### config.mk
export PLATFORM = sky130hd
export DESIGN_NAME = moving_average_servo_gate_top_flat
export DESIGN_NICKNAME = d
export VERILOG_FILES = /design/src/mavg_pkg.sv /design/src/mavg_if.sv /design/src/mavg_store.sv /design/src/mavg_div.sv /design/src/moving_average_servo_gate_top.sv /design/src/flat_wrapper.sv
export SDC_FILE = /design/constraint.sdc
export NUM_CORES = 2
export LEC_CHECK = 0
export ABC_AREA = 1
export BUFFER_PORTS_ARGS = -buffer_cell sky130_fd_sc_hd__buf_2
export CAP_MARGIN = 20
export CORE_UTILIZATION = 27
export DETAILED_ROUTE_END_ITERATION = 8
export PLACE_DENSITY = 0.48
export SETUP_SLACK_MARGIN = 0.2
export SLEW_MARGIN = 10
export SYNTH_ARGS = -nofsm -noshare
export SYNTH_HDL_FRONTEND = slang
export SYNTH_HIERARCHICAL = 1
export SYNTH_SLANG_ARGS = --single-unit
### constraint.sdc
create_clock -name clk -period 7.8 [get_ports clk]
set_input_delay 1.95 -clock clk [delete_from_list [all_inputs] [get_ports clk]]
set_output_delay 1.95 -clock clk [all_outputs]
set_load 0.05 [all_outputs]
### src/mavg_pkg.sv
package mavg_pkg;

    localparam int AVG_W      = 10;
    localparam int LIMIT_W    = 10;
    localparam int WIN_REG_W  = 8;
    localparam int ALARM_W    = 14;
    localparam int CFG_IDX_W  = 2;
    localparam int CFG_DATA_W = 10;

    localparam logic [ALARM_W-1:0]   ALARM_ON    = 14'd10000;
    localparam logic [ALARM_W-1:0]   ALARM_OFF   = 14'd0;
    localparam logic [WIN_REG_W-1:0] WINDOW_RST  = 8'd10;
    localparam logic [LIMIT_W-1:0]   LOW_RST     = 10'd40;
    localparam logic [LIMIT_W-1:0]   HIGH_RST    = 10'd231;

    typedef enum logic [CFG_IDX_W-1:0] {
        REG_WINDOW = 2'd0,
        REG_LOW    = 2'd1,
        REG_HIGH   = 2'd2
    } cfg_reg_t;

endpackage

### src/mavg_if.sv
interface mavg_in_if #(parameter int SAMPLE_BITS = 10);
    logic                   valid;
    logic                   ready;
    logic [SAMPLE_BITS-1:0] sample;

    modport source (output valid, output sample, input ready);
    modport sink   (input valid, input sample, output ready);
endinterface

interface mavg_out_if;
    import mavg_pkg::*;
    logic               valid;
    logic               ready;
    logic [AVG_W-1:0]   average;
    logic               in_range;
    logic [AVG_W-1:0]   servo_compare;
    logic [ALARM_W-1:0] alarm_compare;

    modport source (output valid, output average, output in_range, output servo_compare,
                    output alarm_compare, input ready);
    modport sink   (input valid, input average, input in_range, input servo_compare,
                    input alarm_compare, output ready);
endinterface

interface mavg_cfg_if;
    import mavg_pkg::*;
    logic                  valid;
    logic                  ready;
    logic [CFG_IDX_W-1:0]  index;
    logic [CFG_DATA_W-1:0] data;

    modport source (output valid, output index, output data, input ready);
    modport sink   (input valid, input index, input data, output ready);
endinterface

### src/mavg_store.sv
module mavg_store #(
    parameter int DEPTH  = 128,
    parameter int DATA_W = 10
) (
    input  logic                     clk,
    input  logic                     wr_en,
    input  logic [$clog2(DEPTH)-1:0] wr_addr,
    input  logic [DATA_W-1:0]        wr_data,
    input  logic                     rd_en,
    input  logic [$clog2(DEPTH)-1:0] rd_addr,
    output logic [DATA_W-1:0]        rd_data
);
    logic [DATA_W-1:0] mem [DEPTH];
    logic [DATA_W-1:0] rd_data_reg;

    always_ff @(posedge clk)
    begin
        if (wr_en)
        begin
            mem[wr_addr] <= wr_data;
        end
    end

    always_ff @(posedge clk)
    begin
        if (rd_en)
        begin
            rd_data_reg <= mem[rd_addr];
        end
    end

    assign rd_data = rd_data_reg;

endmodule

### src/mavg_div.sv
module mavg_div #(
    parameter int NUM_W = 17,
    parameter int DEN_W = 8
) (
    input  logic             clk,
    input  logic             rst_n,
    input  logic             start,
    input  logic [NUM_W-1:0] dividend,
    input  logic [DEN_W-1:0] divisor,
    output logic [NUM_W-1:0] quotient,
    output logic             done
);
    localparam int CNT_W = $clog2(NUM_W + 1);

    logic [NUM_W-1:0] quo_reg, quo_next;
    logic [DEN_W-1:0] rem_reg, rem_next;
    logic [DEN_W-1:0] dvs_reg;
    logic [CNT_W-1:0] cnt_reg, cnt_next;
    logic             busy_reg, busy_next;
    logic             done_reg, done_next;
    logic [DEN_W:0]   trial;
    logic [DEN_W:0]   diff;
    logic             fits;

    assign trial = {rem_reg, quo_reg[NUM_W-1]};
    assign diff  = trial - {1'b0, dvs_reg};
    assign fits  = trial >= {1'b0, dvs_reg};

    always_comb
    begin
        quo_next  = quo_reg;
        rem_next  = rem_reg;
        cnt_next  = cnt_reg;
        busy_next = busy_reg;
        done_next = done_reg;
        if (start)
        begin
            quo_next  = dividend;
            rem_next  = '0;
            cnt_next  = CNT_W'(NUM_W);
            busy_next = 1'b1;
            done_next = 1'b0;
        end
        else if (busy_reg)
        begin
            quo_next = {quo_reg[NUM_W-2:0], fits};
            rem_next = fits ? diff[DEN_W-1:0] : trial[DEN_W-1:0];
            cnt_next = cnt_reg - CNT_W'(1);
            if (cnt_reg == CNT_W'(1))
            begin
                busy_next = 1'b0;
                done_next = 1'b1;
            end
        end
    end

    always_ff @(posedge clk or negedge rst_n)
    begin
        if (!rst_n)
        begin
            busy_reg <= 1'b0;
            done_reg <= 1'b0;
            cnt_reg  <= '0;
        end
        else
        begin
            busy_reg <= busy_next;
            done_reg <= done_next;
            cnt_reg  <= cnt_next;
        end
    end

    always_ff @(posedge clk)
    begin
        quo_reg <= quo_next;
        rem_reg <= rem_next;
        if (start)
        begin
            dvs_reg <= divisor;
        end
    end

    assign quotient = quo_reg;
    assign done     = done_reg;

endmodule

### src/moving_average_servo_gate_top.sv
// Channel  | Dir | Payload
// samples  | in  | sample
// results  | out | average, in_range, servo_compare, alarm_compare
// cfg      | in  | index, data (0 window_size, 1 pulse_low_limit, 2 pulse_high_limit)
//
// One item is processed at a time: the store read issues on the accept edge, S_READ updates
// the running sum, writes the sample back and starts a bit-serial divider that produces one
// quotient bit per cycle over the sum width, then S_DIV loads the result register once the
// divider is done and the result register is free, and the block returns to S_IDLE.
// Reset clears control state only; the sample store is never cleared, entries are written
// in the current fill phase before they are read.
// A result waiting on results.ready does not block the next item being accepted; the
// divider output is held until the result register is free.
module moving_average_servo_gate_top #(
    parameter int MAX_WINDOW  = 128,
    parameter int SAMPLE_BITS = 10
) (
    input  logic          clk,
    input  logic          rst_n,
    mavg_in_if.sink       samples,
    mavg_out_if.source    results,
    mavg_cfg_if.sink      cfg
);
    import mavg_pkg::*;

    localparam int POS_W = $clog2(MAX_WINDOW);
    localparam int CNT_W = $clog2(MAX_WINDOW + 1);
    localparam int SUM_W = SAMPLE_BITS + POS_W + 1;
    localparam int CMP_W = (SAMPLE_BITS > LIMIT_W) ? SAMPLE_BITS : LIMIT_W;

    typedef enum logic [2:0] {
        S_IDLE = 3'b001,
        S_READ = 3'b010,
        S_DIV  = 3'b100
    } state_t;

    state_t                 state_reg, state_next;
    logic [WIN_REG_W-1:0]   window_reg, window_next;
    logic [LIMIT_W-1:0]     low_reg, low_next;
    logic [LIMIT_W-1:0]     high_reg, high_next;
    logic [POS_W-1:0]       wpos_reg, wpos_next;
    logic [CNT_W-1:0]       fill_reg, fill_next;
    logic [SUM_W-1:0]       sum_reg, sum_next;
    logic [AVG_W-1:0]       held_reg, held_next;
    logic                   out_valid_reg, out_valid_next;
    logic [AVG_W-1:0]       avg_reg, avg_next;
    logic                   ok_reg, ok_next;
    logic [SAMPLE_BITS-1:0] sample_reg;
    logic [POS_W-1:0]       pos_reg;

    logic [CNT_W-1:0]       win;
    logic [POS_W-1:0]       pos_cur;
    logic [CNT_W-1:0]       pos_inc;
    logic                   in_acc;
    logic                   cfg_acc;
    logic                   slot_free;
    logic                   load_out;
    logic [SAMPLE_BITS-1:0] rd_data;
    logic                   div_start;
    logic [SUM_W-1:0]       quotient;
    logic                   div_done;
    logic [SAMPLE_BITS-1:0] avg_full;
    logic                   ok;

    always_comb
    begin
        if (window_reg == '0)
        begin
            win = CNT_W'(1);
        end
        else if (32'(window_reg) > MAX_WINDOW)
        begin
            win = CNT_W'(MAX_WINDOW);
        end
        else
        begin
            win = CNT_W'(window_reg);
        end
    end

    assign pos_cur   = (CNT_W'(wpos_reg) >= win) ? '0 : wpos_reg;
    assign pos_inc   = CNT_W'(pos_reg) + CNT_W'(1);
    assign in_acc    = samples.valid && samples.ready;
    assign cfg_acc   = cfg.valid && cfg.ready;
    assign slot_free = !out_valid_reg || results.ready;
    assign load_out  = (state_reg == S_DIV) && div_done && slot_free;
    assign div_start = (state_reg == S_READ);

    assign avg_full = quotient[SAMPLE_BITS-1:0];
    assign ok = (CMP_W'(avg_full) >= CMP_W'(low_reg)) && (CMP_W'(avg_full) <= CMP_W'(high_reg));

    mavg_store #(
        .DEPTH  (MAX_WINDOW),
        .DATA_W (SAMPLE_BITS)
    ) u_store (
        .clk     (clk),
        .wr_en   (state_reg == S_READ),
        .wr_addr (pos_reg),
        .wr_data (sample_reg),
        .rd_en   (in_acc),
        .rd_addr (pos_cur),
        .rd_data (rd_data)
    );

    mavg_div #(
        .NUM_W (SUM_W),
        .DEN_W (CNT_W)
    ) u_div (
        .clk      (clk),
        .rst_n    (rst_n),
        .start    (div_start),
        .dividend (sum_next),
        .divisor  (fill_next),
        .quotient (quotient),
        .done     (div_done)
    );

    always_comb
    begin
        state_next     = state_reg;
        window_next    = window_reg;
        low_next       = low_reg;
        high_next      = high_reg;
        wpos_next      = wpos_reg;
        fill_next      = fill_reg;
        sum_next       = sum_reg;
        held_next      = held_reg;
        out_valid_next = out_valid_reg;
        avg_next       = avg_reg;
        ok_next        = ok_reg;

        if (out_valid_reg && results.ready)
        begin
            out_valid_next = 1'b0;
        end

        if (cfg_acc)
        begin
            unique case (cfg.index)
                REG_WINDOW:
                begin
                    window_next = cfg.data[WIN_REG_W-1:0];
                    wpos_next   = '0;
                    fill_next   = '0;
                    sum_next    = '0;
                end
                REG_LOW:  low_next  = cfg.data[LIMIT_W-1:0];
                REG_HIGH: high_next = cfg.data[LIMIT_W-1:0];
                default:  ;
            endcase
        end

        unique case (state_reg)
            S_IDLE:
            begin
                if (in_acc)
                begin
                    state_next = S_READ;
                end
            end
            S_READ:
            begin
                if (fill_reg < win)
                begin
                    sum_next  = sum_reg + SUM_W'(sample_reg);
                    fill_next = fill_reg + CNT_W'(1);
                end
                else
                begin
                    sum_next = sum_reg - SUM_W'(rd_data) + SUM_W'(sample_reg);
                end
                wpos_next  = (pos_inc >= win) ? '0 : POS_W'(pos_inc);
                state_next = S_DIV;
            end
            S_DIV:
            begin
                if (load_out)
                begin
                    out_valid_next = 1'b1;
                    avg_next       = AVG_W'(avg_full);
                    ok_next        = ok;
                    if (ok)
                    begin
                        held_next = AVG_W'(avg_full);
                    end
                    state_next = S_IDLE;
                end
            end
            default: state_next = S_IDLE;
        endcase
    end

    always_ff @(posedge clk or negedge rst_n)
    begin
        if (!rst_n)
        begin
            state_reg     <= S_IDLE;
            window_reg    <= WINDOW_RST;
            low_reg       <= LOW_RST;
            high_reg      <= HIGH_RST;
            wpos_reg      <= '0;
            fill_reg      <= '0;
            sum_reg       <= '0;
            held_reg      <= '0;
            out_valid_reg <= 1'b0;
        end
        else
        begin
            state_reg     <= state_next;
            window_reg    <= window_next;
            low_reg       <= low_next;
            high_reg      <= high_next;
            wpos_reg      <= wpos_next;
            fill_reg      <= fill_next;
            sum_reg       <= sum_next;
            held_reg      <= held_next;
            out_valid_reg <= out_valid_next;
        end
    end

    always_ff @(posedge clk)
    begin
        avg_reg <= avg_next;
        ok_reg  <= ok_next;
        if (in_acc)
        begin
            sample_reg <= samples.sample;
            pos_reg    <= pos_cur;
        end
    end

    assign samples.ready         = (state_reg == S_IDLE);
    assign cfg.ready             = 1'b1;
    assign results.valid         = out_valid_reg;
    assign results.average       = avg_reg;
    assign results.in_range      = ok_reg;
    assign results.servo_compare = held_reg;
    assign results.alarm_compare = ok_reg ? ALARM_OFF : ALARM_ON;

endmodule

### src/flat_wrapper.sv
// flat-port wrapper written by rule: the top's interface ports become plain ports
module moving_average_servo_gate_top_flat import mavg_pkg::*;
#(
    parameter int MAX_WINDOW  = 128,
    parameter int SAMPLE_BITS = 10
)
  (clk, rst_n, samples_valid, samples_sample, samples_ready, results_valid, results_average, results_in_range, results_servo_compare, results_alarm_compare, results_ready, cfg_valid, cfg_index, cfg_data, cfg_ready);
  mavg_in_if #(.SAMPLE_BITS(SAMPLE_BITS)) samples_i ();
  mavg_out_if results_i ();
  mavg_cfg_if cfg_i ();
  input  logic clk;
  input  logic rst_n;
  input wire logic [$bits(samples_i.valid)-1:0] samples_valid;
  input wire logic [$bits(samples_i.sample)-1:0] samples_sample;
  output wire logic [$bits(samples_i.ready)-1:0] samples_ready;
  output wire logic [$bits(results_i.valid)-1:0] results_valid;
  output wire logic [$bits(results_i.average)-1:0] results_average;
  output wire logic [$bits(results_i.in_range)-1:0] results_in_range;
  output wire logic [$bits(results_i.servo_compare)-1:0] results_servo_compare;
  output wire logic [$bits(results_i.alarm_compare)-1:0] results_alarm_compare;
  input wire logic [$bits(results_i.ready)-1:0] results_ready;
  input wire logic [$bits(cfg_i.valid)-1:0] cfg_valid;
  input wire logic [$bits(cfg_i.index)-1:0] cfg_index;
  input wire logic [$bits(cfg_i.data)-1:0] cfg_data;
  output wire logic [$bits(cfg_i.ready)-1:0] cfg_ready;
  assign samples_i.valid = samples_valid;
  assign samples_i.sample = samples_sample;
  assign samples_ready = samples_i.ready;
  assign results_valid = results_i.valid;
  assign results_average = results_i.average;
  assign results_in_range = results_i.in_range;
  assign results_servo_compare = results_i.servo_compare;
  assign results_alarm_compare = results_i.alarm_compare;
  assign results_i.ready = results_ready;
  assign cfg_i.valid = cfg_valid;
  assign cfg_i.index = cfg_index;
  assign cfg_i.data = cfg_data;
  assign cfg_ready = cfg_i.ready;
  moving_average_servo_gate_top #(.MAX_WINDOW(MAX_WINDOW), .SAMPLE_BITS(SAMPLE_BITS)) u_core (.clk(clk), .rst_n(rst_n), .samples(samples_i), .results(results_i), .cfg(cfg_i));
endmodule
==> After elaboration in Yosys (flattened, before gate mapping) <==
Memory sizes are Yosys's and may differ from the RTL's. A register that Yosys moved wholly into a read port is not among the register bits.
Index checks and enable logic that the tools add are counted.
{ "word_totals": {"regBits": 144, "latchBits": 0, "ram_bits": 1280, "mem_bits_ro": 0, "out_inout_bits": 38, "n_memories": 1} }
{ "classes": {"add_sub_neg": 7, "n_mul": 0, "div_mod_pow": 0, "magnitude_cmp": 7, "eq_ne": 8, "shift": 0, "n_mux": 35, "bitwise": 0, "reduce_logical": 21} }
{ "mem_list": {"columns": ["name", "depth", "width", "read_ports", "rd_ports_with_merged_regs", "wr", "line_no", "rtl"], "rows": [
  ["u_core.u_store.mem", 128, 10, 1, 1, 1, "mavg_store.sv:13", "logic [DATA_W-1:0] mem [DEPTH];"]
]} }
{ "op_table": {"columns": ["operator", "count"], "rows": [
  ["two-way mux 18 bit", 6],
  ["two-way mux 8 bit", 7],
  ["adder 18 x 10 -> 18 bit", 2],
  ["two-way mux 7 bit", 5],
  ["subtractor 18 x 10 -> 18 bit", 1],
  ["two-way mux 14 bit", 1],
  ["AND reduction 2 bit", 7],
  ["two-way mux 1 bit", 11],
  ["greater-or-equal comparator 10 bit", 1],
  ["<= comparator 10 bit", 1],
  ["two-way mux 5 bit", 2],
  ["greater-or-equal comparator 9 x 8 -> 1 bit", 1],
  ["case mux 3 bit (3 select lines)", 1],
  ["adder 7 x 1 -> 8 bit, second input constant", 1],
  ["adder 8 x 1 -> 8 bit, second input constant", 1],
  ["greater-or-equal comparator 7 x 8 -> 1 bit", 1],
  ["greater-or-equal comparator 8 bit", 1],
  ["> comparator 8 bit, second input constant", 1],
  ["logical NOT 8 bit", 1],
  ["< comparator 8 bit", 1],
  ["nonzero test 2 bit", 4],
  ["subtractor 8 bit", 1],
  ["two-way mux 3 bit", 2],
  ["equality test 5 x 1 -> 1 bit, second input constant", 1],
  ["13 further kinds", 17]
]} }

==> Depth between registers and ports, before layout <==
{ "depth": {"ltp_word": 7, "depth_mapped": 24, "ltp_nobuf": 23} }

==> Cells and area by module <==
Netlist, hierarchy kept.
{ "modules_own_cells": {"columns": ["mod", "instances", "cells_each", "area_per_inst_um2", "seq_area_each_um2"], "rows": [
  ["mavg_store", 1, 4419, 52306.4, 38737.2],
  ["moving_average_servo_gate_top", 1, 924, 7350.8, 2731.4],
  ["mavg_div", 1, 248, 2158.3, 1116.1]
]} }

==> Worst setup path before layout <==
OpenSTA, ideal clock, no wires.
{ "synth_path": {"path_kind": "flip-flop to flip-flop", "start": "register u_core.sample_reg[1]", "end": "register u_core.u_div.quo_reg[14], in the netlist u_core/u_div/quotient[14] (data pin)", "setup_ps": 253, "arrival_time_ps": 4183, "setup_slack_ps": 3365, "path_stages_with_launch": 20, "synth_period_minus_slack_ps": 4435, "path_cell_list": "edfxtp_1 -> inv_1 -> fa_1 -> fa_1 -> inv_1 -> nand2_1 -> o21ai_0 -> nand3_1 -> nand2_1 -> nand2_1 -> nand2_1 -> nand2_1 -> nand3_1 -> nand2_1 -> nand2_1 -> nand2_1 -> nand2_1 -> nand2_1 -> nand2_1 -> nand2_1"} }
{ "synth_between": {"elab_chain_len": 4, "word_cells_on_any_way": 5, "classes_between": "add/sub (2); mux (3)"} }
{ "synth_lines": {"columns": ["element", "line_no", "rtl"], "rows": [
  ["start: declaration", "moving_average_servo_gate_top.sv:48", "logic [SAMPLE_BITS-1:0] sample_reg;"],
  ["start signal: assignment", "moving_average_servo_gate_top.sv:227", "sample_reg <= samples.sample;"],
  ["adder 18 x 10 -> 18 bit, on equally long branches", "moving_average_servo_gate_top.sv:170, moving_average_servo_gate_top.sv:165", null],
  ["two-way mux 18 bit *", "moving_average_servo_gate_top.sv:163", "if (fill_reg < win)"],
  ["two-way mux 18 bit *", "moving_average_servo_gate_top.sv:153", "unique case (state_reg)"],
  ["via u_core.sum_next[14]", "moving_average_servo_gate_top.sv:43", "logic [SUM_W-1:0] sum_reg, sum_next;"],
  ["two-way mux 18 bit *", "mavg_div.sv:36", "if (start)"],
  ["via u_core.u_div.quo_next[14]", "mavg_div.sv:15", "logic [NUM_W-1:0] quo_reg, quo_next;"],
  ["end signal: assignment", "mavg_div.sv:75", "quo_reg <= quo_next;"],
  ["end: declaration", "mavg_div.sv:15", null]
]} }
The timed path passes the listed nets; every way through them passes the cells marked *.
A chain may end at the register's enable or synchronous reset.

==> Worst setup path after layout <==
{ "layout_path": {"start": "register u_core.window_reg[4]", "end": "register u_core.u_store.rd_data_reg[0], in the netlist u_core/u_store/rd_data[0] (read register of u_core.u_store.mem) (data pin)"} }
{ "layout_between": {"elab_chain_len": 5, "word_cells_on_any_way": 6, "classes_between": "order compare (2); mux (3); reduce/logical (1)"} }
{ "layout_lines": {"columns": ["element", "line_no", "rtl"], "rows": [
  ["start: declaration", "moving_average_servo_gate_top.sv:38", "logic [WIN_REG_W-1:0] window_reg, window_next;"],
  ["start signal: assignment", "moving_average_servo_gate_top.sv:210", "window_reg <= window_next;"],
  ["> comparator 8 bit", "moving_average_servo_gate_top.sv:71", "else if (32'(window_reg) > MAX_WINDOW)"],
  ["two-way mux 8 bit", "moving_average_servo_gate_top.sv:71", null],
  ["two-way mux 8 bit *", "moving_average_servo_gate_top.sv:67", "if (window_reg == '0)"],
  ["greater-or-equal comparator 7 x 8 -> 1 bit *", "moving_average_servo_gate_top.sv:81", "assign pos_cur = (CNT_W'(wpos_reg) >= win) ? '0 : wpos_reg;"],
  ["two-way mux 7 bit *", "moving_average_servo_gate_top.sv:81", null],
  ["via u_core.pos_cur[0]", "moving_average_servo_gate_top.sv:52", "logic [POS_W-1:0] pos_cur;"],
  ["end: declaration", "mavg_store.sv:14", "logic [DATA_W-1:0] rd_data_reg;"]
]} }
Marks and branches as above.

==> metrics.txt <==
status complete, no violations; CTS tree yes; Total GRT Usage 0.156; Clock Path Buffers 3; fin util 0.308; DIE HEIGHT 480 um; DRT Wirelength 183 mm; first-pass GRT wire length 269 mm; top post-synthesis cells by area edfxtp_1 (65%), nand2_1 (11%), nand3_1 (10%); Skew-Pair Late Insertion Delay 0.82 ns; Fin Clk Skew 0.0657 ns; clk sinks approximately 1400; TritonCTS Buffers ~160; Final min period 5.35 ns; Rel. slew slack 0.229; P per Cell Area 358 mW/mm2; FP Rows 175; top cell type's share of synthesized area 0.653; Seq/Total Area, Yosys 0.689; Initial Util 0.272; top_reg_cell synth edfxtp_1; Warnings, synthesis 6; H-tree depth 4; CTS Hold Bufs 0; GRT overflow 0; Ports 65; cell count after synthesis 5591; I/O Buffers 54; DP HPWL 102 mm; Critical Path End Type flip-flop; f_max approximately 190 MHz; max-cap violations 0; Leak 25.6 nW; max FFs per register ~1300; Worst Slack Setup Final 2.45 ns; Max Fanout on Critical Path 143; initial drt markers 3841; clk root buf clkbuf_16; Worst-Margin Slew 1.15 ns; global placement routability congestion between 0.8 and 0.9; Nets 5716; Final Setup Violations 0; syn avg cell area around 11 um2; layout cells sized above 1 0.0713; Post-CTS Resized 0; routed via count 41500; Post-synth EDFFs between 1000 and 1500; FF+latch count, synth 1434; CTS clk-pin slew, worst paths approximately 0.060 ns; Yosys top cell by area edfxtp_1; Min-Delay Path Class flip-flop to flip-flop; Mapped Area 0.0618 mm2; kind of start point of the critical path flip-flop; area grow syn2layout 13.5%; worst vdd ir 0.000309 V; ANT nets after route 0; leading cell type in the layout, fill and taps excluded nand2_1; drc violations 0; Cell variety after synth 51; critical path required time 8.34 ns; total power draw 25.1 mW; WP data arrival between 5 and 6 ns; core footprint 0.227 mm2; FILL cells 23000; RSZ-0062 raised after global routing false; initial antenna violation count 8; Worst Hold Depth 2; Crit Path Class flip-flop to flip-flop; largest net degree at the start of global routing 170; Setup Fix Bufs, Post-CTS 0; WL/cell 20.9 um; vias in the first global route 39700; DR pass1 iterations 6; final hold vios 0; pre-CTS setup slack around 2.5 ns; die width 480 um; Final TNS setup 0 ns; period utilization 0.685; DR vias/cell 4.76; die area about 0.23 mm2; commonest non-fill, non-tap cells in the layout nand2_1 (1855), edfxtp_1 (1344), nand3_1 (1248); R2R depth 23; ys async rst share 0.0572; Max Slew Vio Count 0
[per-layer routing]
layer | up-vias | track usage | routed length, um | share of wire
li1 | 19300 | - | - | -
met1 | 20600 | 0.217 | 82500 | 0.45
met2 | 1290 | 0.250 | 84800 | 0.46
met3 | 228 | 0.0246 | 11600 | 0.064
met4 | 4 | 0.0395 | 3540 | 0.019
met5 | - | 0 | 32 | 0.00018
[cells in the mapped netlist, types with 4 or more instances]
| cell type | n |
|---|---|
| nand3_1 | 1248 |
| buf_1 | 13 |
| buf_2 | 201 |
| o21ai_0 | 54 |
| nor2_1 | 192 |
| inv_1 | 198 |
| dfrtp_1 | 71 |
| o21bai_1 | 4 |
| clkbuf_1 | 63 |
| nand3b_1 | 16 |
| buf_4 | 42 |
| a21oi_1 | 38 |
| fa_1 | 12 |
| a21boi_0 | 4 |
| nand2_1 | 1861 |
| nor3_1 | 17 |
| ha_1 | 88 |
| o32ai_1 | 5 |
| xnor2_1 | 12 |
| inv_2 | 7 |
| dfxtp_1 | 8 |
| xor2_1 | 25 |
| edfxtp_1 | 1344 |
| dfstp_2 | 11 |
| nand2_2 | 5 |
| nand4_1 | 12 |
[where the power goes]
part           total, mW  leakage, nW  internal (mW)  switching (mW)
sequential          9.49         13.2           9.17           0.315
combinational       8.52         10.0           2.27            6.25
clock               7.13         2.35           4.01            3.12
total               25.1         25.6           15.4            9.69
[area by class of cell]
type,count,area (um2),area share
diodes,3,7.51,0.000107
inverters,207,801,0.0114
flip-flops and latches,1434,42600,0.607
well taps,3009,3760,0.0537
multi-input cells,3636,16900,0.241
clock inverters,78,743,0.0106
clock buffers,199,4110,0.0585
repair buffers,154,1230,0.0175
[per-stage QoR]
| stage | instances | instance area [um2] | hold slack (ns) |
|---|---|---|---|
| after global routing | 8719 | 70100 | 0.477 |
| after CTS | 8696 | 69900 | 0.469 |
| after floorplan | 5599 | 61800 | 0.444 |
| final | 8720 | 70100 | 0.469 |
| after detailed placement | 8419 | 65100 | 0.455 |
| after global placement | 8402 | 65000 | 0.450 |
[path summary, 6_finish.rpt]
path / slack (ns) / from / end
min in group asynchronous: 1.08 / rst_n / u_core/u_div/cnt_reg[2]$_DFFE_PN0P_
max in group asynchronous: 5.62 / rst_n / u_core/wpos_reg[0]$_DFFE_PN0P_
min reg2reg: 0.47 / u_core/results.servo_compare[9]$_DFFE_PN0P_ / u_core/results.servo_compare[9]$_DFFE_PN0P_
max reg2reg: 2.45 / u_core/window_reg[4]$_DFFE_PN0P_ / u_core/u_store/rd_data[0]$_DFFE_PP_
min: 0.47 / u_core/results.servo_compare[9]$_DFFE_PN0P_ / u_core/results.servo_compare[9]$_DFFE_PN0P_
max: 2.45 / u_core/window_reg[4]$_DFFE_PN0P_ / u_core/u_store/rd_data[0]$_DFFE_PP_
[worst max-delay path, cell delays in order, from the launching register on]
cell	delay (ns)
dfrtp_1	0.40
nor2_2	0.12
nand2_1	0.07
o21ai_2	0.24
nand2_1	0.16
ha_1	0.32
a21oi_1	0.14
o21ai_0	0.08
nand2_1	0.07
o2111ai_1	0.11
buf_4	0.22
nor2_4	0.62
inv_8	0.49
buf_4	0.46
nand2_1	0.10
nand3_1	0.07
nand3_1	0.14
nand3_1	0.17
nand2_1	0.14
nand2_1	0.12
nand3_1	0.35
nand2_1	0.16
nand2_1	0.12
nand2_1	0.09
[logic make-up (layout without fill, tap and decap cells)]
group	Yosys count	in the layout	share of synthesized area
and+or+nand+nor	3366	3366	0.233
DFF	1434	1434	0.689
buffers and inverters	529	638	0.0391
AOI/OAI and AO/OA	123	123	0.0116
adders and majority gates	100	100	0.0217
xor gates and xnor gates	37	37	0.00524
other	2	13	0.000121
No activity file was read; power rests on OpenSTA's default activity.
